<file path="config.mk">
export PLATFORM = sky130hd
export DESIGN_NAME = host_literal_validator
export DESIGN_NICKNAME = d
export VERILOG_FILES = /design/src/rtl/hlv_pkg.sv /design/src/rtl/hlv_v4.sv /design/src/rtl/hlv_v6.sv /design/src/rtl/hlv_name.sv /design/src/rtl/host_literal_validator.sv
export SDC_FILE = /design/constraint.sdc
export NUM_CORES = 1
export LEC_CHECK = 0
export ABC_CLOCK_PERIOD_IN_PS = 2700
export BUFFER_PORTS_ARGS = -buffer_cell sky130_fd_sc_hd__buf_2
export CAP_MARGIN = 20
export CORE_ASPECT_RATIO = 1.5
export CORE_MARGIN = 8
export CORE_UTILIZATION = 50
export DETAILED_ROUTE_END_ITERATION = 8
export PLACE_DENSITY = 0.7
export SYNTH_ARGS = -nofsm -noshare
export SYNTH_HDL_FRONTEND = slang
export SYNTH_SLANG_ARGS = --single-unit
</file>
<file path="constraint.sdc">
create_clock -name aclk -period 2.7 [get_ports aclk]
set_input_delay 0.27 -clock aclk [delete_from_list [all_inputs] [get_ports aclk]]
set_output_delay 0.27 -clock aclk [all_outputs]
set_load 0.01 [all_outputs]
</file>
<file path="src/rtl/hlv_pkg.sv">
// Shared types, constants and character classes for the host literal validator.
package hlv_pkg;

    // Longest accepted host string; character count saturates one above it
    localparam int MAX_HOST_LENGTH = 64;
    localparam int CNT_W           = $clog2(MAX_HOST_LENGTH + 2);

    // IPv4 limits
    localparam int V4_MAX_DIGITS = 3;
    localparam int V4_LAST_DOT   = 3;
    localparam int OCTET_MAX     = 255;

    // IPv6 limits
    localparam int V6_GROUP_DIGITS = 4;
    localparam int V6_GROUPS_FULL  = 8;
    localparam int V6_GROUPS_DC    = 7;
    localparam int V6_GROUP_SAT    = 15;

    // Hostname label limits
    localparam int LABEL_MAX = 63;
    localparam int LABEL_SAT = 64;

    // Characters of interest
    localparam logic [7:0] CH_ZERO  = 8'h30;
    localparam logic [7:0] CH_DOT   = 8'h2E;
    localparam logic [7:0] CH_COLON = 8'h3A;
    localparam logic [7:0] CH_DASH  = 8'h2D;

    // One step of the recognizers, driven from the input register
    typedef struct packed {
        logic       advance;
        logic       term;
        logic [7:0] ch;
    } step_t;

    function automatic logic is_dec(input logic [7:0] c);
        return (c >= 8'h30) && (c <= 8'h39);
    endfunction

    function automatic logic is_letter(input logic [7:0] c);
        return ((c >= 8'h61) && (c <= 8'h7A)) || ((c >= 8'h41) && (c <= 8'h5A));
    endfunction

    function automatic logic is_hexd(input logic [7:0] c);
        return is_dec(c) || ((c >= 8'h61) && (c <= 8'h66)) || ((c >= 8'h41) && (c <= 8'h46));
    endfunction

endpackage

</file>
<file path="src/rtl/hlv_v4.sv">
// Dotted IPv4 recognizer: four octets, 1 to 3 digits, at most 255, no leading zero.
module hlv_v4 (
    input  logic          aclk,
    input  logic          aresetn,
    input  hlv_pkg::step_t step,
    output logic          v4_ok
);

    logic       alive_reg, alive_next;
    logic [1:0] octets_reg, octets_next;
    logic [7:0] value_reg, value_next;
    logic [1:0] digits_reg, digits_next;
    logic       lead_reg, lead_next;

    logic [3:0]  digit;
    logic [11:0] acc;
    logic        octet_ok;

    assign digit    = step.ch[3:0];
    assign acc      = 12'(value_reg) * 12'd10 + 12'(digit);
    assign octet_ok = (digits_reg != 2'd0) && !((digits_reg > 2'd1) && lead_reg);
    assign v4_ok    = alive_reg && octet_ok && (octets_reg == 2'(hlv_pkg::V4_LAST_DOT));

    // Per-character update
    always_comb begin
        alive_next  = alive_reg;
        octets_next = octets_reg;
        value_next  = value_reg;
        digits_next = digits_reg;
        lead_next   = lead_reg;
        if (step.advance) begin
            if (step.term) begin
                alive_next  = 1'b1;
                octets_next = '0;
                value_next  = '0;
                digits_next = '0;
                lead_next   = 1'b0;
            end else if (alive_reg) begin
                if (hlv_pkg::is_dec(step.ch)) begin
                    if ((digits_reg >= 2'(hlv_pkg::V4_MAX_DIGITS)) ||
                        (acc > 12'(hlv_pkg::OCTET_MAX))) begin
                        alive_next = 1'b0;
                    end else begin
                        if (digits_reg == 2'd0) lead_next = (digit == 4'd0);
                        value_next  = acc[7:0];
                        digits_next = digits_reg + 2'd1;
                    end
                end else if (step.ch == hlv_pkg::CH_DOT) begin
                    if (!octet_ok || (octets_reg >= 2'(hlv_pkg::V4_LAST_DOT))) begin
                        alive_next = 1'b0;
                    end else begin
                        octets_next = octets_reg + 2'd1;
                        digits_next = '0;
                        value_next  = '0;
                        lead_next   = 1'b0;
                    end
                end else begin
                    alive_next = 1'b0;
                end
            end
        end
    end

    always_ff @(posedge aclk) begin
        if (!aresetn) begin
            alive_reg  <= 1'b1;
            octets_reg <= '0;
            value_reg  <= '0;
            digits_reg <= '0;
            lead_reg   <= 1'b0;
        end else begin
            alive_reg  <= alive_next;
            octets_reg <= octets_next;
            value_reg  <= value_next;
            digits_reg <= digits_next;
            lead_reg   <= lead_next;
        end
    end

endmodule

</file>
<file path="src/rtl/hlv_v6.sv">
// IPv6 recognizer: hex groups, at most one double colon, group count check.
module hlv_v6 (
    input  logic          aclk,
    input  logic          aresetn,
    input  hlv_pkg::step_t step,
    output logic          v6_ok
);

    logic       alive_reg, alive_next;
    logic [3:0] groups_reg, groups_next;
    logic [2:0] digits_reg, digits_next;
    logic       pend_reg, pend_next;    // single colon pending
    logic       dc_reg, dc_next;        // double colon seen
    logic       after_reg, after_next;  // last two characters were a double colon

    logic [3:0] groups_inc;
    logic [3:0] groups_end;

    assign groups_inc = (groups_reg < 4'(hlv_pkg::V6_GROUP_SAT)) ? groups_reg + 4'd1 : groups_reg;
    assign groups_end = (digits_reg != 3'd0) ? groups_inc : groups_reg;
    assign v6_ok = alive_reg && !pend_reg &&
                   (dc_reg ? (groups_end <= 4'(hlv_pkg::V6_GROUPS_DC))
                           : (groups_end == 4'(hlv_pkg::V6_GROUPS_FULL)));

    // Per-character update
    always_comb begin
        alive_next  = alive_reg;
        groups_next = groups_reg;
        digits_next = digits_reg;
        pend_next   = pend_reg;
        dc_next     = dc_reg;
        after_next  = after_reg;
        if (step.advance) begin
            if (step.term) begin
                alive_next  = 1'b1;
                groups_next = '0;
                digits_next = '0;
                pend_next   = 1'b0;
                dc_next     = 1'b0;
                after_next  = 1'b0;
            end else if (alive_reg) begin
                if (step.ch == hlv_pkg::CH_COLON) begin
                    if (after_reg) begin
                        alive_next = 1'b0;
                    end else if (pend_reg) begin
                        if (dc_reg) begin
                            alive_next = 1'b0;
                        end else begin
                            if (digits_reg != 3'd0) groups_next = groups_inc;
                            digits_next = '0;
                            pend_next   = 1'b0;
                            dc_next     = 1'b1;
                            after_next  = 1'b1;
                        end
                    end else begin
                        pend_next = 1'b1;
                    end
                end else if (hlv_pkg::is_hexd(step.ch)) begin
                    pend_next  = 1'b0;
                    after_next = 1'b0;
                    if (pend_reg) begin
                        // colon closes the current group
                        if (digits_reg == 3'd0) begin
                            alive_next = 1'b0;
                        end else begin
                            groups_next = groups_inc;
                            digits_next = 3'd1;
                        end
                    end else if (digits_reg >= 3'(hlv_pkg::V6_GROUP_DIGITS)) begin
                        alive_next = 1'b0;
                    end else begin
                        digits_next = digits_reg + 3'd1;
                    end
                end else begin
                    alive_next = 1'b0;
                end
            end
        end
    end

    always_ff @(posedge aclk) begin
        if (!aresetn) begin
            alive_reg  <= 1'b1;
            groups_reg <= '0;
            digits_reg <= '0;
            pend_reg   <= 1'b0;
            dc_reg     <= 1'b0;
            after_reg  <= 1'b0;
        end else begin
            alive_reg  <= alive_next;
            groups_reg <= groups_next;
            digits_reg <= digits_next;
            pend_reg   <= pend_next;
            dc_reg     <= dc_next;
            after_reg  <= after_next;
        end
    end

endmodule

</file>
<file path="src/rtl/hlv_name.sv">
// Hostname recognizer: labels of 1 to 63 alphanumerics or dashes, last label not numeric.
module hlv_name (
    input  logic          aclk,
    input  logic          aresetn,
    input  hlv_pkg::step_t step,
    output logic          name_ok
);

    logic       alive_reg, alive_next;
    logic [6:0] len_reg, len_next;
    logic       numeric_reg, numeric_next;
    logic       dash_reg, dash_next;

    logic is_dash;
    logic is_dig;
    logic label_ok;

    assign is_dash  = (step.ch == hlv_pkg::CH_DASH);
    assign is_dig   = hlv_pkg::is_dec(step.ch);
    assign label_ok = (len_reg != 7'd0) && (len_reg <= 7'(hlv_pkg::LABEL_MAX)) && !dash_reg;
    assign name_ok  = alive_reg && label_ok && !numeric_reg;

    // Per-character update
    always_comb begin
        alive_next   = alive_reg;
        len_next     = len_reg;
        numeric_next = numeric_reg;
        dash_next    = dash_reg;
        if (step.advance) begin
            if (step.term) begin
                alive_next   = 1'b1;
                len_next     = '0;
                numeric_next = 1'b1;
                dash_next    = 1'b0;
            end else if (alive_reg) begin
                if (step.ch == hlv_pkg::CH_DOT) begin
                    if (!label_ok) begin
                        alive_next = 1'b0;
                    end else begin
                        len_next     = '0;
                        numeric_next = 1'b1;
                        dash_next    = 1'b0;
                    end
                end else if (hlv_pkg::is_letter(step.ch) || is_dig || is_dash) begin
                    if ((len_reg == 7'd0) && is_dash) begin
                        alive_next = 1'b0;
                    end else begin
                        if (!is_dig) numeric_next = 1'b0;
                        dash_next = is_dash;
                        if (len_reg < 7'(hlv_pkg::LABEL_SAT)) len_next = len_reg + 7'd1;
                    end
                end else begin
                    alive_next = 1'b0;
                end
            end
        end
    end

    always_ff @(posedge aclk) begin
        if (!aresetn) begin
            alive_reg   <= 1'b1;
            len_reg     <= '0;
            numeric_reg <= 1'b1;
            dash_reg    <= 1'b0;
        end else begin
            alive_reg   <= alive_next;
            len_reg     <= len_next;
            numeric_reg <= numeric_next;
            dash_reg    <= dash_next;
        end
    end

endmodule

</file>
<file path="src/rtl/host_literal_validator.sv">
// Host string validator: IPv4, IPv6 and hostname recognizers in parallel.
// A terminator transaction's result passes through the input register, then the result register.
// Throughput: one character transaction per cycle, except that a terminator stalls while the
// result register is full and m_ready is low; the input and result registers run back to back.
// Reset (aresetn low, synchronous): all recognizers restart, no result pending.
module host_literal_validator (
    input  logic       aclk,
    input  logic       aresetn,
    input  logic       s_valid,
    output logic       s_ready,
    input  logic [7:0] s_ch,
    input  logic       s_terminator,
    output logic       m_valid,
    input  logic       m_ready,
    output logic       m_host_ok,
    output logic       m_ipv4_ok,
    output logic       m_ipv6_ok,
    output logic       m_hostname_ok
);

    localparam int CW = hlv_pkg::CNT_W;

    logic          in_valid_reg;
    logic [7:0]    ch_reg;
    logic          term_reg;
    logic [CW-1:0] count_reg, count_next;
    logic          out_valid_reg;
    logic          host_reg, v4_reg, v6_reg, name_reg;

    logic           advance;
    hlv_pkg::step_t step;
    logic           v4_raw, v6_raw, name_raw;
    logic           nonempty, len_ok;

    // Input register moves on unless a terminator meets a full result register that m_ready does not drain
    assign advance = in_valid_reg && (!term_reg || !out_valid_reg || m_ready);
    assign s_ready = !in_valid_reg || advance;
    assign step    = '{advance: advance, term: term_reg, ch: ch_reg};

    always_ff @(posedge aclk) begin
        if (!aresetn) begin
            in_valid_reg <= 1'b0;
        end else if (s_ready) begin
            in_valid_reg <= s_valid;
        end
    end

    always_ff @(posedge aclk) begin
        if (s_valid && s_ready) begin
            ch_reg   <= s_ch;
            term_reg <= s_terminator;
        end
    end

    hlv_v4 u_v4 (
        .aclk    (aclk),
        .aresetn (aresetn),
        .step    (step),
        .v4_ok   (v4_raw)
    );

    hlv_v6 u_v6 (
        .aclk    (aclk),
        .aresetn (aresetn),
        .step    (step),
        .v6_ok   (v6_raw)
    );

    hlv_name u_name (
        .aclk    (aclk),
        .aresetn (aresetn),
        .step    (step),
        .name_ok (name_raw)
    );

    // Saturating character count
    always_comb begin
        count_next = count_reg;
        if (advance) begin
            if (term_reg) begin
                count_next = '0;
            end else if (count_reg <= CW'(hlv_pkg::MAX_HOST_LENGTH)) begin
                count_next = count_reg + CW'(1);
            end
        end
    end

    always_ff @(posedge aclk) begin
        if (!aresetn) begin
            count_reg <= '0;
        end else begin
            count_reg <= count_next;
        end
    end

    assign nonempty = (count_reg != '0);
    assign len_ok   = nonempty && (count_reg <= CW'(hlv_pkg::MAX_HOST_LENGTH));

    // Result register
    always_ff @(posedge aclk) begin
        if (!aresetn) begin
            out_valid_reg <= 1'b0;
        end else if (advance && term_reg) begin
            out_valid_reg <= 1'b1;
        end else if (m_ready) begin
            out_valid_reg <= 1'b0;
        end
    end

    always_ff @(posedge aclk) begin
        if (advance && term_reg) begin
            host_reg <= len_ok && ((nonempty && (v4_raw || v6_raw)) || name_raw);
            v4_reg   <= nonempty && v4_raw;
            v6_reg   <= nonempty && v6_raw;
            name_reg <= len_ok && name_raw;
        end
    end

    assign m_valid       = out_valid_reg;
    assign m_host_ok     = host_reg;
    assign m_ipv4_ok     = v4_reg;
    assign m_ipv6_ok     = v6_reg;
    assign m_hostname_ok = name_reg;

endmodule

</file>
* After elaboration in Yosys (flattened, before gate mapping)
Index checks and enable logic that the tools add are counted.
** Storage, ports and cells
- Logic and storage cells :: 256
- Register bits after elaboration :: 57
- Input port bits :: 13
- Output and inout bits :: 6
** Cells by class
- Magnitude comparators :: 18
- Reductions and logical operators :: 77
- Add/subtract/negate cells :: 7
- Mux-type cells :: 109
- Multiply operators :: 1
- Equality and inequality tests :: 20
** Operator list (number)
- 7-bit two-way mux :: 9
- 1-bit two-way mux :: 62
- 8-bit two-way mux :: 6
- 4-bit two-way mux :: 11
- 8-bit by 7-bit <= comparator with 1-bit output (second input constant) :: 4
- 3-bit two-way mux :: 10
- 1-bit logical AND :: 25
- 8-bit by 6-bit == test with 1-bit output (second input constant) :: 3
- 2-bit two-way mux :: 11
- 5-bit AND reduction :: 4
- 3-bit by 2-bit != test with 1-bit output (second input constant) :: 6
- 6-bit AND reduction :: 3
- 2-bit nonzero test :: 9
- 8-bit by 7-bit greater-or-equal comparator with 1-bit output (second input constant) :: 2
- 3-bit != test (second input constant) :: 5
- 3-bit nonzero test :: 5
- 7-bit by 1-bit adder with 7-bit output (second input constant) :: 2
- 7-bit nonzero test :: 2
- 12-bit by 4-bit adder with 12-bit output :: 1
- 12-bit by 8-bit greater-than comparator with 1-bit output (second input constant) :: 1
- 1-bit logical OR :: 12
- 8-bit by 3-bit multiplier with 11-bit output (second input constant) :: 1
- 8-bit by 6-bit greater-or-equal comparator with 1-bit output (second input constant) :: 1
- 8-bit by 6-bit <= comparator with 1-bit output (second input constant) :: 1
- 25 further kinds :: 36

* Depth between registers and ports, before layout
- Depth after elaboration :: 11
- Mapped depth :: 11
- Mapped depth without buffers :: 11

* Modules after synthesis
A second synthesis with hierarchy kept.
** Unflattened totals
- Cell total of the unflattened synthesis :: 413
- Area, all modules :: 3709.8 um^2
** By module, submodules not included
- hlv_v4 :: cells an instance 125, area an instance 1128.6 um^2, instances 1, sequential area each 280.3 um^2
- host_literal_validator :: cells an instance 82, area an instance 963.4 um^2, instances 1, sequential area each 570.5 um^2
- hlv_v6 :: cells an instance 115, area an instance 902.1 um^2, instances 1, sequential area each 220.2 um^2
- hlv_name :: cells an instance 91, area an instance 715.7 um^2, instances 1, sequential area each 200.2 um^2

* Worst setup path before layout
OpenSTA, ideal clock, no wires.
- Path kind :: flip-flop to flip-flop
- Start point :: reg u_v4.value_reg[1]
- End point :: reg u_v4.lead_reg
- Arrival :: 2.882 ns
- Library setup time :: 0.074 ns
- Period minus slack after synthesis :: 2.956 ns
- Path buffers :: 0
- Stages on the path, launching flop included :: 11
- Required time :: 2.626 ns
- Setup slack :: -0.256 ns
- Cell sequence :: dfxtp_1 -> ha_1 -> ha_1 -> inv_1 -> fa_1 -> nor2b_1 -> o211ai_1 -> a2111oi_1 -> o21ai_0 -> or4_1 -> o21ai_0
** Between the ends
- Longest elaborated chain between the ends :: 6
** Ends and longest elaborated chain
- start: declaration :: RTL line hlv_v4.sv:11 : logic [7:0] value_reg, value_next;
- start signal: assignment :: RTL line hlv_v4.sv:74 : value_reg <= value_next;
- 8-bit by 3-bit multiplier with 11-bit output :: RTL line hlv_v4.sv:20 : assign acc = 12'(value_reg) * 12'd10 + 12'(digit);
- 12-bit by 4-bit adder with 12-bit output :: RTL line hlv_v4.sv:20
- 12-bit by 8-bit greater-than comparator with 1-bit output :: RTL line hlv_v4.sv:41 : (acc > 12'(hlv_pkg::OCTET_MAX))) begin
- 1-bit logical OR :: RTL line hlv_v4.sv:40 : if ((digits_reg >= 2'(hlv_pkg::V4_MAX_DIGITS)) ||
- 3-bit != test (no source line)
- 6-bit AND reduction (no source line)
- end signal: assignment :: RTL line hlv_v4.sv:76 : lead_reg <= lead_next;
- end: declaration :: RTL line hlv_v4.sv:13 : logic lead_reg, lead_next;
No other way between the ends.
A chain may end at the register's enable or synchronous reset.

* Worst setup path after layout
- Start point :: reg u_v4.value_reg[3]
- End point :: reg u_v4.value_reg[4]
** Between the ends
- Longest elaborated chain between the ends :: 6
- Elaborated cells between the ends (all ways) :: 10
- Classes of those cells :: add/sub: 1; mul: 1; order compare: 1; eq/ne: 1; mux: 4; reduce/logical: 2
** Ends and longest elaborated chain (RTL line)
- 8-bit by 3-bit multiplier with 11-bit output * :: hlv_v4.sv:20
- 12-bit by 4-bit adder with 12-bit output * :: hlv_v4.sv:20
- 12-bit by 8-bit greater-than comparator with 1-bit output or 8-bit two-way mux (tied branches) :: hlv_v4.sv:41, hlv_v4.sv:40
- 1-bit logical OR or 8-bit two-way mux (tied branches) :: hlv_v4.sv:40, hlv_v4.sv:39
- 3-bit != test (no source line) or 8-bit two-way mux (tied branches)
- 5-bit AND reduction (no source line) or 8-bit two-way mux (tied branches)
Mark *: on every way between the ends. The rest lies on a longest branch, timed or not. The select of a mux whose other input is x is not followed.

==> metrics <==
drc violations=0; die footprint=between 9000 and 10000 um2; Mapped Nets=431; GPL Wtd Cong=0.836; clock sink total=57; CTS Hold Buffers Added=0; pre-CTS setup slack=-0.0745 ns; post-route insts no fill=515; initial antenna violation count=0; Initial Util=50.9%; Root Buffer=clkbuf_8; Pre-antenna DRT Iters=4; H-tree levels=3; total grt overflow=0; Hold Crit Depth=1; PD cells=~470 nW/um2; First DRT Iteration DRCs=142; Final Cycle Share=a little over nine tenths; Fmax=377 MHz; CTS tree=done; Clock Skews=0.00760 ns; Worst-path clk slew=around 0.070 ns; Setup crit end kind=register; Synth Cell Area=3440 um2; reg2reg path depth=11; Leakage=1.60 nW; Routed WL=between 8000 and 9000 um; max_cap viols=0; status=completed; Ys Warns=0; Die Ht=between 100 and 150 um; Rows=37; first-pass GRT wire length=13900 um; Final setup viols=0; actual slew at the worst max-slew pin=0.637 ns; number of synthesized flops with an enable pin=13; Avg Cell Area, Syn=just under 9 um2; Routed Antenna Nets=0; min-delay worst type=in2reg; clk buf depth=2; critical path class=reg2reg; final hold violations=0; vias in the first global route=3029; largest area contributor in the netlist=dfxtp_1; Layout area overhead=17.7%; Max VDD drop=425 uV; Worst EP required=2.97 ns; top-area cell type share of the netlist area=25.6%; RSZ-0062 raised after global routing=true; final setup margin=approximately 0.044 ns; I/O pin total=19; largest net degree at the start of global routing=19; Antenna Cells=0; Max Slew Vio Count=0; post-synthesis cell type count=63; Nets=approximately 470; routed vias=3010; final setup TNS=0 ns; post-DP HPWL=a little over 6000 um; WP data arrival=2.93 ns; register bit total from synthesis=57; Synth async-reset ratio=0%; DR WL/cell=15.8 um; Tot GR Track Use=between 10% and 20%; DIE WIDTH=83.7 um; critical path launch point type=register; Tmin final=about 2.7 ns; CORE AREA=6760 um2; vias per inst=between 5 and 6; worst skew pair latency=0.34 ns; register area share after synthesis=37.0%; Fillers=608; Top FF cell, synth=dfxtp_1; layout cells sized above 1=19.0%; CP max FO=4; Synth area leaders=dfxtp_1 26%, edfxtp_1 11%, ha_1 9.1%; Syn Inst Count=391; clock buffer count from CTS=9; max_slew headroom=a little under three fifths; IO buf count=18; total power=about 1.9 mW; placed cell count=between 400 and 500
kinds of logic after synthesis:
| logic type | synth area share, % |
|---|---|
| flops | 37.0 |
| fa+ha+maj | 10.3 |
| xor+xnor | 4.33 |
| buf+inv | 4.15 |
| simple gates | 25.2 |
| compound gates | 16.7 |
| mux | 2.37 |
report_power, final:
part / internal (mW) / switching, mW
clock network: 0.514 / 0.323
registers: 0.891 / 0.0206
logic: 0.0630 / 0.0905
total: 1.47 / 0.434
path summary, 6_finish.rpt:
| path | from | end | slack (ns) |
|---|---|---|---|
| worst max register to register | u_v4.value_reg[3]$_SDFFE_PN0P_ | u_v4.value_reg[4]$_SDFFE_PN0P_ | 0.04 |
| worst min register to register | u_name.numeric_reg$_SDFFE_PN1P_ | u_name.numeric_reg$_SDFFE_PN1P_ | 0.47 |
| worst max-delay path | u_v4.value_reg[3]$_SDFFE_PN0P_ | u_v4.value_reg[4]$_SDFFE_PN0P_ | 0.04 |
| worst min-delay path | s_ch[1] | ch_reg[1]$_DFFE_PP_ | 0.11 |
cell usage in the layout (no fill, tap or decap), drive strengths merged, types with 4 or more instances in the layout:
| cell type | count |
|---|---|
| nor2 | 49 |
| dfxtp | 44 |
| buf | 42 |
| nand2 | 37 |
| ha | 25 |
| inv | 22 |
| nand3 | 18 |
| edfxtp | 13 |
| a21oi | 13 |
| o21ai | 13 |
| clkbuf | 12 |
| nor3 | 11 |
| nor4 | 10 |
| xor2 | 10 |
| o21a | 7 |
| xnor2 | 7 |
| nor2b | 7 |
| mux2i | 7 |
| a31oi | 6 |
| a21o | 5 |
| and3 | 4 |
| nor3b | 4 |
repair_timing:
action	in CTS	in global routing
pin swaps	10	6
endpoints found under the setup margin	9	11
resized for setup	14	6
buffers inserted	2	0
area by class of cell:
type | count | area, um2 | area share (%)
clock buffers | 12 | 135 | 3.34
clock inverters | 4 | 67.6 | 1.67
inverters | 22 | 82.6 | 2.04
multi-input cells | 300 | 2100 | 52.0
flip-flops and latches | 57 | 1280 | 31.6
well taps | 78 | 97.6 | 2.41
repair buffers | 42 | 278 | 6.87
critical path, stage by stage (launching register included):
cell and delay, ns:
dfxtp_2 0.34, ha_4 0.24, ha_4 0.16, inv_2 0.05, fa_2 0.44, nor2b_2 0.14
o211ai_1 0.14, a2111oi_2 0.43, o21ai_2 0.12, buf_4 0.15, or3_1 0.31, o21ai_1 0.08
cell usage after synthesis, drive strengths merged (5+ instances only):
cell,instances
xor2,10
nand2,37
edfxtp,13
nand3,18
nor2b,7
a21o,5
dfxtp,44
clkbuf,10
o21a,7
inv,22
a31oi,6
xnor2,7
o21ai,13
ha,25
nor3,11
nor2,49
a21oi,13
mux2i,7
nor4,10
metal layers:
| layer | global-route usage, % | routed length [um] | up-vias |
|---|---|---|---|
| met2 | 31.5 | 4450 | 41 |
| met4 | 8.79 | 182 | 0 |
| li1 | - | - | 1505 |
| met1 | 17.7 | 3320 | 1446 |
| met5 | 0 | 0 | - |
| met3 | 2.08 | 207 | 18 |
metrics by stage:
step / hold slack, ns / instance area [um2] / utilization (%)
floorplan: 0.369 / 3450 / -
global placement: 0.447 / 3750 / 55.4
detailed placement: 0.448 / 3750 / 55.4
CTS: 0.103 / 4020 / 59.4
global route: 0.107 / 4040 / 59.8
finish: 0.107 / 4040 / 59.8
No activity file was read; power rests on OpenSTA's default activity.
